<file path="config.mk">
export PLATFORM = sky130hd
export DESIGN_NAME = gbs_mul
export DESIGN_NICKNAME = d
export VERILOG_FILES = /design/src/hw/rtl/two_body_gravity_step_defines.svh /design/src/hw/rtl/gbs_pkg.sv /design/src/hw/rtl/gbs_mul.sv
export SDC_FILE = /design/constraint.sdc
export NUM_CORES = 2
export LEC_CHECK = 0
export ABC_AREA = 1
export CAP_MARGIN = 0
export CORE_AREA = 2 2 341 343
export CTS_CLUSTER_DIAMETER = 100
export DETAILED_ROUTE_END_ITERATION = 10
export DIE_AREA = 0 0 343 345
export DONT_BUFFER_PORTS = 1
export GPL_ROUTABILITY_DRIVEN = 1
export GPL_TIMING_DRIVEN = 0
export PLACE_DENSITY_LB_ADDON = 0.25
export SYNTH_ARGS = -nofsm -noshare
export SYNTH_HDL_FRONTEND = slang
export SYNTH_SLANG_ARGS = --single-unit
</file>
<file path="constraint.sdc">
create_clock -name clk -period 7.75 [get_ports clk]
set_clock_uncertainty 0.2 [all_clocks]
set_input_delay 1.1625 -clock clk [delete_from_list [all_inputs] [get_ports clk]]
set_output_delay 1.1625 -clock clk [all_outputs]
set_load 0.03 [all_outputs]
</file>
<file path="src/hw/rtl/two_body_gravity_step_defines.svh">
// Assertion macros for the two-body gravity stepper.
// Define SYNTH to compile them away.
`ifndef TWO_BODY_GRAVITY_STEP_DEFINES_SVH
`define TWO_BODY_GRAVITY_STEP_DEFINES_SVH
`ifndef SYNTH
// Same-cycle implication, disabled while reset is asserted.
`define GBS_ASSERT_IMPL(lbl, clk, rst_n, ante, cons) \
	lbl: assert property (@(posedge clk) disable iff (!rst_n) (ante) |-> (cons)) \
		else $error("gbs assertion failed");
// Next-cycle implication, disabled while reset is asserted.
`define GBS_ASSERT_NEXT(lbl, clk, rst_n, ante, cons) \
	lbl: assert property (@(posedge clk) disable iff (!rst_n) (ante) |=> (cons)) \
		else $error("gbs assertion failed");
`else
`define GBS_ASSERT_IMPL(lbl, clk, rst_n, ante, cons)
`define GBS_ASSERT_NEXT(lbl, clk, rst_n, ante, cons)
`endif
`endif

</file>
<file path="src/hw/rtl/gbs_pkg.sv">
`timescale 1ns / 1ps
`default_nettype none
package gbs_pkg;
	localparam int FRAC_BITS = 16;
	localparam int POS_W     = 32;
	localparam int MAG_W     = POS_W + 1;
	localparam int PROD_W    = 2 * MAG_W;
	localparam int ROOT_W    = MAG_W;
	localparam int DEN_W     = ROOT_W;
	localparam int REM_W     = ROOT_W + 2;
	localparam int K_W       = 56;
	localparam int HALF_W    = K_W / 2;
	localparam int CNT_W     = 6;

	localparam logic [DEN_W-1:0] ONE_Q = {{(DEN_W-1){1'b0}}, 1'b1} << FRAC_BITS;
	localparam logic [CNT_W-1:0] DIV_STEPS  = CNT_W'(K_W);
	localparam logic [CNT_W-1:0] SQRT_STEPS = CNT_W'(ROOT_W);

	typedef enum logic {
		ITER_DIV,
		ITER_SQRT
	} iter_op_t;

	typedef struct packed {
		logic     start;
		iter_op_t op;
	} iter_ctl_t;

	typedef struct packed {
		logic busy;
		logic done;
	} iter_sts_t;
endpackage
`default_nettype wire

</file>
<file path="src/hw/rtl/gbs_mul.sv">
`timescale 1ns / 1ps
`default_nettype none
module gbs_mul import gbs_pkg::*; (
	input  logic              clk,
	input  logic [MAG_W-1:0]  a,
	input  logic [MAG_W-1:0]  b,
	output logic [PROD_W-1:0] prod_s1
);
	// Unsigned product, registered once.
	always_ff @(posedge clk) begin
		prod_s1 <= PROD_W'(a) * PROD_W'(b);
	end
endmodule
`default_nettype wire

</file>
==> metrics.log <==
[metrics] result of the run: completed
[metrics] Port Buf Inserts: 0
[metrics] antenna violation net count after detailed routing: 0
[metrics] core outline area: 115000 um2
[metrics] required time of the critical path: 7.82 ns
[metrics] period utilization: 0.985
[metrics] worst endpoint data arrival time: 7.71 ns
[metrics] Hold Vio Cnt, Final: 0
[metrics] footprint of the multi-input gates: 31100 um2
[metrics] Residual DRC: 0
[metrics] cell-by-cell listing of the critical path: buf_4 -> clkbuf_4 -> nand2_1 -> fa_1 -> fa_1 -> fa_1 -> fa_1 -> inv_1 -> fa_1 -> fa_1 -> fa_1 -> inv_1 -> fa_1 -> inv_1 -> ha_2 -> nand2_2 -> nor2_2 -> inv_2 -> nor3_2 -> nand2_1 -> nand2_2 -> buf_4 -> xor2_2
[metrics] post-synthesis net count: 6696
[metrics] CTS HTree Levels: 3
[metrics] area taken by flip-flops and latches: 1320 um2
[metrics] estimated wirelength of the detail-placed design: 135 mm
[metrics] pin count of the biggest net entering global routing: 15
[metrics] Worst Slack Setup Final: 0.114 ns
[metrics] RSZ-0062 raised after global routing: true
[metrics] post-place setup slack: -1.76 ns
[metrics] Avg Vias per Cell: 4.73
[metrics] area grow syn2layout: 12.7%
[metrics] async set-or-reset flop fraction in the synthesized netlist: 0
[metrics] final-report max-slew violation count: 0
[metrics] startpoint types: input pin
[metrics] number of buffers added by the clock tree synthesis step: 9
[metrics] total vias in the final route: 33100
[metrics] crit path capture type: flip-flop
[metrics] total congestion overflow: 0
[metrics] number of violations reported at the end of detailed-routing iteration 0: 2696
[metrics] most flop-heavy register: prod_s1
[metrics] clock net sink count: 66
[metrics] Buffers & Inverters on Critical Path: 7
[metrics] number of global-route vias before repair: 33600
[metrics] filler instances: 12200
[metrics] placed cell area: 41700 um2
[metrics] number of rows in the core area: 125
[metrics] routed wirelength normalized by instance count: 22.3 um
[metrics] CP max stage cell: sky130_fd_sc_hd__fa_1
[metrics] number of standard cells after synthesis: 5406
[metrics] die height: 345 um
[metrics] number of ports placed on the die boundary: 133
[metrics] type of the worst setup path: in -> reg
[metrics] final net count: 6753
[metrics] share of layout cells above drive strength 1: 0.0984
[metrics] CP most frequent cell: sky130_fd_sc_hd__fa_1
[metrics] die width: 343 um
[metrics] post-synthesis register bit count: 66
[metrics] part of the Yosys area used for sequential elements: 0.0332
[metrics] Global Route Usage Sum: 0.265
[metrics] Slew headroom: 0.592
[metrics] DRT Pass-1 Iters: 6
[metrics] Root Driver: sky130_fd_sc_hd__clkbuf_16
[metrics] number of enable-type register cells in the synthesized netlist: 0
[metrics] Hold Crit Class: in -> reg
[metrics] Max Clock Freq: 131 MHz
[metrics] Area contributors post-synth: sky130_fd_sc_hd__fa_1, sky130_fd_sc_hd__inv_1, sky130_fd_sc_hd__nand2_1
[metrics] synth cell count leaders: sky130_fd_sc_hd__inv_1, sky130_fd_sc_hd__nand2_1, sky130_fd_sc_hd__fa_1, sky130_fd_sc_hd__ha_1, sky130_fd_sc_hd__clkbuf_1
[metrics] Synth Area per Inst: 7.37 um2
[metrics] DIE AREA: 118000 um2
[metrics] post-synthesis cell type with the largest combined area: sky130_fd_sc_hd__fa_1
[metrics] final non-filler cell area: 44900 um2
[metrics] critical path fanouts, max: 10
[metrics] largest stage delay on the critical path: 0.63 ns
[metrics] post-route minimum period: 7.64 ns
[metrics] Largest register FFs: 66
[metrics] Post-Syn Area: 39800 um2
[metrics] cell family contributing the most delay on the critical path: adder cells
[metrics] Warnings, synthesis: 0
[metrics] share of the synthesized area in the top cell type: 0.482
[metrics] most frequently used cell type in the post-synthesis netlist: sky130_fd_sc_hd__inv_1
[metrics] starting utilization of the core area: 0.346
[metrics] total of endpoints with negative setup slack in the final report: 0
[metrics] most frequently used flop master after synthesis: sky130_fd_sc_hd__dfxtp_1
[metrics] number of antenna violations at the first check in global routing: 7
[metrics] Tightest Pin Transition: 0.612 ns
[metrics] MaxCap Viol Count: 0
[metrics] wire length of the first global-routing pass: 227 mm
[metrics] number of library cell types mapped by synthesis: 29
[metrics] maximum buffer depth of the clock tree: 2
[metrics] TritonCTS clock tree: yes
[metrics] clock-pin slew of the registers on the worst-case setup and hold paths: 0.06 ns
[metrics] total routed wirelength: 156 mm
[metrics] top flop regs: prod_s1: 66 flops
[metrics] final weighted congestion in routability-driven placement: 0.978
[path summary, 6_finish.rpt]
check | start | cells past startpoint | to | slack [ns]
max | a[21] | 23 | prod_s1[32] | 0.11
min | b[0] | 3 | prod_s1[0] | 0.95
[worst min-delay path: cells and delay by family]
family                 cells  cell delay, ns
buffers and inverters      2            0.21
AND/OR/NAND/NOR            1            0.09
[placed cells by master, fill, tap and decap left out, types with 9 or more instances in the layout]
master | synthesis | final
sky130_fd_sc_hd__buf_4 | 0 | 88
sky130_fd_sc_hd__inv_1 | 1892 | 1868
sky130_fd_sc_hd__nor2_4 | 2 | 17
sky130_fd_sc_hd__a21oi_1 | 42 | 30
sky130_fd_sc_hd__nand4_1 | 13 | 13
sky130_fd_sc_hd__fa_1 | 958 | 929
sky130_fd_sc_hd__clkbuf_4 | 0 | 48
sky130_fd_sc_hd__nand2_4 | 0 | 9
sky130_fd_sc_hd__fa_2 | 0 | 29
sky130_fd_sc_hd__buf_2 | 0 | 12
sky130_fd_sc_hd__nand3_1 | 51 | 51
sky130_fd_sc_hd__clkbuf_16 | 0 | 21
sky130_fd_sc_hd__nand2_2 | 5 | 50
sky130_fd_sc_hd__xor2_1 | 31 | 29
sky130_fd_sc_hd__nor2_2 | 13 | 23
sky130_fd_sc_hd__buf_8 | 0 | 35
sky130_fd_sc_hd__clkbuf_8 | 0 | 20
sky130_fd_sc_hd__inv_2 | 10 | 34
sky130_fd_sc_hd__nor2_1 | 96 | 71
sky130_fd_sc_hd__buf_6 | 0 | 58
sky130_fd_sc_hd__ha_1 | 265 | 241
sky130_fd_sc_hd__clkbuf_2 | 0 | 25
sky130_fd_sc_hd__ha_2 | 0 | 10
sky130_fd_sc_hd__ha_4 | 0 | 14
sky130_fd_sc_hd__nand2_1 | 1652 | 1598
sky130_fd_sc_hd__dfxtp_1 | 66 | 66
[kinds of logic (layout without fill, tap and decap cells)]
logic type	count (synthesis)	after routing	share of synthesized area
and+or+nand+nor	1858	1858	0.182
other	0	2	0
adders and majority gates	1223	1223	0.565
xor gates and xnor gates	36	36	0.00792
AOI/OAI and AO/OA	57	57	0.00804
buffers and inverters	2166	2228	0.204
DFF	66	66	0.0332
[cell type report]
type,instances,share of cell area
Antenna cell,2,0.000112
Buffer,264,0.0609
Multi-Input combinational cell,3174,0.693
Clock buffer,9,0.00502
Inverter,1902,0.159
Clock inverter,7,0.00134
Timing Repair Buffer,46,0.00861
Sequential cell,66,0.0294
Tap cell,1524,0.0425
[layer usage]
| layer | up-vias | GRT usage | wire, um |
|---|---|---|---|
| li1 | 14700 | - | - |
| met3 | 278 | 0.0541 | 14600 |
| met5 | - | 0 | 28 |
| met1 | 16700 | 0.356 | 62900 |
| met2 | 1394 | 0.418 | 70600 |
| met4 | 4 | 0.102 | 7810 |
[metrics by stage]
step                      std cells  hold WS, ns  TNS (ns)  utilization
final                          6994        0.954         0        0.390
after global routing           6994        0.959    -0.194        0.390
after CTS                      6948        0.965         0        0.377
after detailed placement       6930         1.34    -72.96        0.362
after global placement         6930         1.34    -74.97        0.362
after floorplan                5406         1.23         0            -
[repair_timing]
item	4_1_cts	5_1_grt
gates cloned	0	1
pin swaps	3	61
buffers inserted	2	43
setup endpoints to repair	50	47
resized for setup	537	540
hold buffers	0	0
Power is left out: the tool's default activity adds up to more than one toggle a clock period on the data nets, which glitch-free logic cannot reach.
