`config.mk`:
```
export PLATFORM = sky130hd
export DESIGN_NAME = gbs_iter
export DESIGN_NICKNAME = d
export VERILOG_FILES = /design/src/hw/rtl/two_body_gravity_step_defines.svh /design/src/hw/rtl/gbs_pkg.sv /design/src/hw/rtl/gbs_iter.sv
export SDC_FILE = /design/constraint.sdc
export NUM_CORES = 1
export LEC_CHECK = 0
export BUFFER_PORTS_ARGS = -buffer_cell sky130_fd_sc_hd__clkbuf_2
export CORE_ASPECT_RATIO = 1.75
export CORE_MARGIN = 2
export CORE_UTILIZATION = 57
export DETAILED_ROUTE_END_ITERATION = 8
export PLACE_DENSITY = 0.79
export SLEW_MARGIN = 20
export SYNTH_ARGS = -nofsm -noshare
export SYNTH_HDL_FRONTEND = slang
export SYNTH_SLANG_ARGS = --single-unit
```
`constraint.sdc`:
```
create_clock -name clk -period 3.35 [get_ports clk]
set_input_delay 0.67 -clock clk [delete_from_list [all_inputs] [get_ports clk]]
set_output_delay 0.67 -clock clk [all_outputs]
set_load 0.02 [all_outputs]
```
`src/hw/rtl/two_body_gravity_step_defines.svh`:
```
// Assertion macros for the two-body gravity stepper.
// Define SYNTH to compile them away.
`ifndef TWO_BODY_GRAVITY_STEP_DEFINES_SVH
`define TWO_BODY_GRAVITY_STEP_DEFINES_SVH
`ifndef SYNTH
// Same-cycle implication, disabled while reset is asserted.
`define GBS_ASSERT_IMPL(lbl, clk, rst_n, ante, cons) \
	lbl: assert property (@(posedge clk) disable iff (!rst_n) (ante) |-> (cons)) \
		else $error("gbs assertion failed");
// Next-cycle implication, disabled while reset is asserted.
`define GBS_ASSERT_NEXT(lbl, clk, rst_n, ante, cons) \
	lbl: assert property (@(posedge clk) disable iff (!rst_n) (ante) |=> (cons)) \
		else $error("gbs assertion failed");
`else
`define GBS_ASSERT_IMPL(lbl, clk, rst_n, ante, cons)
`define GBS_ASSERT_NEXT(lbl, clk, rst_n, ante, cons)
`endif
`endif

```
`src/hw/rtl/gbs_pkg.sv`:
```
`timescale 1ns / 1ps
`default_nettype none
package gbs_pkg;
	localparam int FRAC_BITS = 16;
	localparam int POS_W     = 32;
	localparam int MAG_W     = POS_W + 1;
	localparam int PROD_W    = 2 * MAG_W;
	localparam int ROOT_W    = MAG_W;
	localparam int DEN_W     = ROOT_W;
	localparam int REM_W     = ROOT_W + 2;
	localparam int K_W       = 56;
	localparam int HALF_W    = K_W / 2;
	localparam int CNT_W     = 6;

	localparam logic [DEN_W-1:0] ONE_Q = {{(DEN_W-1){1'b0}}, 1'b1} << FRAC_BITS;
	localparam logic [CNT_W-1:0] DIV_STEPS  = CNT_W'(K_W);
	localparam logic [CNT_W-1:0] SQRT_STEPS = CNT_W'(ROOT_W);

	typedef enum logic {
		ITER_DIV,
		ITER_SQRT
	} iter_op_t;

	typedef struct packed {
		logic     start;
		iter_op_t op;
	} iter_ctl_t;

	typedef struct packed {
		logic busy;
		logic done;
	} iter_sts_t;
endpackage
`default_nettype wire

```
`src/hw/rtl/gbs_iter.sv`:
```
`timescale 1ns / 1ps
`default_nettype none
module gbs_iter import gbs_pkg::*; (
	input  logic              clk,
	input  logic              arst_n,
	input  iter_ctl_t         ctl,
	input  logic [DEN_W-1:0]  div_rem0,
	input  logic [DEN_W-1:0]  div_den,
	input  logic [K_W-1:0]    div_num,
	input  logic [PROD_W-1:0] sqrt_rad,
	output iter_sts_t         sts,
	output logic [K_W-1:0]    result
);
	logic              busy_q;
	logic              done_q;
	iter_op_t          op_q;
	logic [CNT_W-1:0]  cnt_q;
	logic [REM_W-1:0]  rem_q;
	logic [DEN_W-1:0]  den_q;
	logic [PROD_W-1:0] wrk_q;
	logic [ROOT_W-1:0] root_q;

	logic [DEN_W:0]    div_t;
	logic              div_ge;
	logic [DEN_W:0]    div_nrem;
	logic [REM_W+1:0]  sq_r4;
	logic [REM_W+1:0]  sq_trial;
	logic              sq_ge;
	logic [REM_W+1:0]  sq_nrem;

	// Restoring division: one quotient bit per cycle, shifted into the work word.
	assign div_t    = {rem_q[DEN_W-1:0], wrk_q[K_W-1]};
	assign div_ge   = div_t >= {1'b0, den_q};
	assign div_nrem = div_ge ? (div_t - {1'b0, den_q}) : div_t;

	// Digit-by-digit square root: two radicand bits per cycle.
	assign sq_r4    = {rem_q, wrk_q[PROD_W-1 -: 2]};
	assign sq_trial = {2'b00, root_q, 2'b01};
	assign sq_ge    = sq_r4 >= sq_trial;
	assign sq_nrem  = sq_ge ? (sq_r4 - sq_trial) : sq_r4;

	always_ff @(posedge clk or negedge arst_n) begin
		if (!arst_n) begin
			busy_q <= 1'b0;
			done_q <= 1'b0;
			op_q   <= ITER_DIV;
			cnt_q  <= '0;
		end else begin
			done_q <= 1'b0;
			if (ctl.start) begin
				busy_q <= 1'b1;
				op_q   <= ctl.op;
				cnt_q  <= (ctl.op == ITER_DIV) ? (DIV_STEPS - 1'b1) : (SQRT_STEPS - 1'b1);
			end else if (busy_q) begin
				cnt_q <= cnt_q - 1'b1;
				if (cnt_q == '0) begin
					busy_q <= 1'b0;
					done_q <= 1'b1;
				end
			end
		end
	end

	always_ff @(posedge clk) begin
		if (ctl.start) begin
			den_q  <= div_den;
			root_q <= '0;
			if (ctl.op == ITER_DIV) begin
				rem_q <= REM_W'(div_rem0);
				wrk_q <= PROD_W'(div_num);
			end else begin
				rem_q <= '0;
				wrk_q <= sqrt_rad;
			end
		end else if (busy_q) begin
			if (op_q == ITER_DIV) begin
				rem_q <= REM_W'(div_nrem[DEN_W-1:0]);
				wrk_q <= {wrk_q[PROD_W-2:0], div_ge};
			end else begin
				rem_q  <= sq_nrem[REM_W-1:0];
				wrk_q  <= {wrk_q[PROD_W-3:0], 2'b00};
				root_q <= {root_q[ROOT_W-2:0], sq_ge};
			end
		end
	end

	assign sts.busy = busy_q;
	assign sts.done = done_q;
	assign result   = (op_q == ITER_DIV) ? wrk_q[K_W-1:0] : K_W'(root_q);
endmodule
`default_nettype wire

```
==> Flow_metrics.wiki <==
{| class="wikitable"
! Metric !! Value
|-
| Arrival time at the worst endpoint || 3.52 ns
|-
| Number of max-capacitance violations reported || 0
|-
| Final ANT Viol Nets || 0
|-
| Count of filler cells inserted in the layout || 1,711
|-
| Most frequent cells in the layout || 248 x clkbuf_2, 210 x nand2_1, 134 x edfxtp_1
|-
| Final non-filler cell total || 2,016
|-
| Total routed wirelength || 41,100 um
|-
| Worst hold path class || in2async
|-
| Worst path slowest cell || edfxtp_1
|-
| Compound-cell area share of the yosys netlist || 0.231
|-
| Number of clock buffers inserted by TritonCTS || 17
|-
| Endpoint kind of the worst setup timing path || flip-flop
|-
| VDD IR-drop max || 0.537 mV
|-
| Die Area || 0.0237 mm2
|-
| First DRT Iteration DRCs || 953
|-
| Maximum count of clock buffers along a single path || 2
|-
| R2R Path Start || rem_q[1]$_DFFE_PP_
|-
| CTS tree || yes
|-
| Syn Inst Count || 1,416
|-
| Crit path time final || 3.34 ns
|-
| CTS Hold Buffers Added || 0
|-
| Worst Reg-to-Reg Cells || 12
|-
| Vias in the first global route || 12,300
|-
| Number of enable flip-flop cells after synthesis || 134
|-
| Clock transition at the registers of the reported paths || 0.07 ns
|-
| Sequential cell area fraction in the yosys report || 0.384
|-
| Final number of setup-violating endpoints || 0
|-
| Chip Height || 202 um
|-
| Top delay family on crit path || compound AO/OA/AOI/OAI gates
|-
| Average vias per placed instance || 6.20
|-
| Pin count of the biggest net entering global routing || 65
|-
| Count of antenna diodes in the layout || 0
|-
| Setup slack at placement || 0.0627 ns
|-
| Number of placed cells counting well taps || 1,972
|-
| Global Route Usage Sum || 0.348
|-
| H-tree lvl count || 4
|-
| Max frequency || 300 MHz
|-
| CTS Root Buffer Type || clkbuf_16
|-
| Non-Filler Cell Area, Final || 0.0157 mm2
|-
| Antenna violations before repair || 0
|-
| Outcome || finished, final reports clean
|-
| Final setup skew || 0.0111 ns
|-
| Clock insertion delay at the later pin of the skew report || 0.46 ns
|-
| Post-DP HPWL || 31,400 um
|-
| Element type at the critical path start || flip-flop
|-
| DRC violations left || 0
|-
| Number of buffers and inverters on the critical path || 2
|-
| Worst stage delay on the critical path || 0.46 ns
|-
| Fraction of layout cells with a size suffix above 1 || 0.267
|-
| Slew HR || 0.519
|-
| Parity-gate share of the synthesized area counting xor and xnor cells || 0.0363
|-
| Die Span X || 117 um
|-
| Remaining Overflow, GRT || 0
|-
| Average size of a mapped cell || 9.03 um2
|-
| Final Net Count || 1,970
|-
| Post-synth top flop || edfxtp_1
|-
| Number of synthesized register bits || 176
|-
| Synth Area in Adders || 0.0700
|-
| Chain of cells forming the critical path || ha_1 > nor2b_2 > o31a_1 > o211a_1 > o21ai_2 > o21ai_2 > a41oi_4 > buf_4 > clkbuf_16 > nor2_1 > a21oi_1 > o221ai_1
|-
| Dominant cell type by count on the critical path || o21ai_2
|-
| Number of nets produced by synthesis || 1,679
|-
| Boundary Pins || 250
|-
| Share of flip-flops with an asynchronous set or reset after synthesis || 0.0511
|-
| Final Hold Fails || 0
|-
| Post-synthesis cell type count || 80
|-
| First-pass GRT wire length || 64,100 um
|-
| Number of standard-cell rows in the floorplan || 72
|-
| Required time of the critical path || 3.53 ns
|-
| Starting density of the core || 0.579
|-
| Start-to-end type of the worst setup path || reg2reg
|-
| Port Buffer Count || 249
|-
| Routed wire per std cell || 20.4 um
|-
| RePlAce Congestion || 0.975
|-
| Crit-path max FO || 14
|-
| RSZ-0062 raised after global routing || yes
|-
| Measured slew at the worst slew-check pin || 0.711 ns
|-
| Number of search-and-repair iterations in the first detailed-routing pass || 5
|-
| Post-synthesis mux area share || 0.0672
|-
| Post-Synth Simple-Gate Area || 0.157
|-
| Minimum setup slack in the final design || 0.0131 ns
|-
| Number of sinks driven by the clock tree || 176
|-
| Setup slack on the worst flop-to-flop path || 0.01 ns
|-
| Total power per unit cell area || 857 mW/mm2
|-
| Post-place instance area || 0.0149 mm2
|-
| Endpoint of the most critical register-to-register path || rem_q[1]$_DFFE_PP_
|-
| Area of the placeable core || 0.0221 mm2
|-
| Final period util || 0.996
|-
| Post-synthesis cell area || 0.0128 mm2
|-
| Synth warnings || 0
|-
| Main combinational cell family by area after synthesis || compound AO/OA/AOI/OAI gates
|-
| Final setup TNS || 0 ns
|-
| Area growth from synthesis to layout || 22.7%
|-
| Commonest non-fill, non-tap cell in the layout || clkbuf_2
|-
| Total power after layout || 13.4 mW
|-
| Reported leakage power || 6.99 nW
|-
| Detailed-route via count || 12,500
|-
| Final-report max-slew violation count || 0
|}
## cell usage after synthesis, types with 4 or more instances
cell / n / area share
nand2_1: 211 / 0.062
edfxtp_1: 134 / 0.31
a21oi_1: 126 / 0.049
a22oi_1: 95 / 0.056
inv_1: 86 / 0.025
nor2_1: 72 / 0.021
ha_1: 70 / 0.068
clkbuf_1: 55 / 0.016
mux2i_1: 48 / 0.038
o21ai_0: 40 / 0.016
nor2b_1: 38 / 0.019
dfxtp_1: 33 / 0.052
xnor2_1: 32 / 0.022
mux2_2: 30 / 0.026
o221ai_1: 25 / 0.017
a211oi_1: 24 / 0.014
xor2_1: 21 / 0.014
nor3_1: 19 / 0.0074
a21o_1: 18 / 0.011
nand3_1: 16 / 0.0063
buf_2: 14 / 0.0055
nand2b_1: 14 / 0.0068
o21ai_1: 13 / 0.0051
nand4_1: 12 / 0.0059
and2_1: 11 / 0.0054
buf_1: 10 / 0.0029
o21a_1: 10 / 0.0059
a31oi_1: 9 / 0.0044
and3_1: 9 / 0.0044
dfrtp_1: 9 / 0.018
or3_1: 8 / 0.0039
o211ai_1: 7 / 0.0041
a221o_1: 6 / 0.0047
a211o_1: 5 / 0.0034
nor4_1: 5 / 0.0024
a2111oi_0: 4 / 0.0027
a32o_1: 4 / 0.0031
o31ai_1: 4 / 0.0023
## state kept, by name (all words and copies together), names as in the netlist
register and cells:
done_q 1, cnt_q 6, den_q 33, rem_q 35
op_q 1, root_q 33, busy_q 1, wrk_q 66
## layout make-up
class | count | area [um2] | share of cell area
flip-flops and latches | 176 | 4910 | 0.313
clock buffers | 17 | 425 | 0.0271
inverters | 86 | 327 | 0.0208
repair buffers | 356 | 2170 | 0.138
clock inverters | 15 | 183 | 0.0116
well taps | 296 | 370 | 0.0236
multi-input cells | 1070 | 7300 | 0.465
## metrics by stage
step                utilization  hold slack, ns
floorplan                     -           0.374
global placement          0.675           0.468
detailed placement        0.675           0.476
CTS                       0.702          0.0536
global route              0.711          0.0655
finish                    0.711          0.0591
## worst reg2reg max path: cells and delay by family (launching register included)
kind / cells / cell delay [ns]
AO/OA/AOI/OAI: 7 / 1.63
adder cells (fa/ha/maj): 1 / 0.37
buffers and inverters: 2 / 0.36
flip-flops: 1 / 0.46
AND/OR/NAND/NOR: 2 / 0.22
## cell families after synthesis
group / count (synthesis)
DFF: 176
buffers and inverters: 170
AOI/OAI and AO/OA: 431
muxes: 81
and+or+nand+nor: 434
adders and majority gates: 71
xor gates and xnor gates: 53
## worst max-delay path by stage
stage | endpoint | startpoint | slack [ns] | cells after the start
2_1_floorplan | rem_q[0]$_DFFE_PP_ | ctl[1] | 0.17 | 4
5_1_grt | rem_q[1]$_DFFE_PP_ | rem_q[1]$_DFFE_PP_ | -0.05 | 12
4_1_cts | rem_q[21]$_DFFE_PP_ | rem_q[4]$_DFFE_PP_ | 0.04 | 11
6_report | rem_q[1]$_DFFE_PP_ | rem_q[1]$_DFFE_PP_ | 0.01 | 12
3_3_place_gp | rem_q[31]$_DFFE_PP_ | wrk_q[55]$_DFFE_PP_ | 0.11 | 13
3_5_place_dp | rem_q[21]$_DFFE_PP_ | rem_q[0]$_DFFE_PP_ | 0.06 | 11
## report_power, final
group / internal [mW] / switching [mW] / leakage (nW)
sequential: 2.82 / 0.413 / 1.82
clock: 1.18 / 0.931 / 0.290
combinational: 3.65 / 4.45 / 4.88
## what timing repair did
item | in CTS | in global routing
setup endpoints to repair | 0 | 30
gates resized for setup | 0 | 17
buffers inserted | 0 | 11
## metal layers
metal,up-vias,track usage,part of all wire
met2,663,0.589,0.50
met1,5856,0.403,0.37
met4,0,0.201,0.064
met5,-,0,0
met3,158,0.0648,0.068
li1,5820,-,-
No activity file was read; power rests on OpenSTA's default activity.
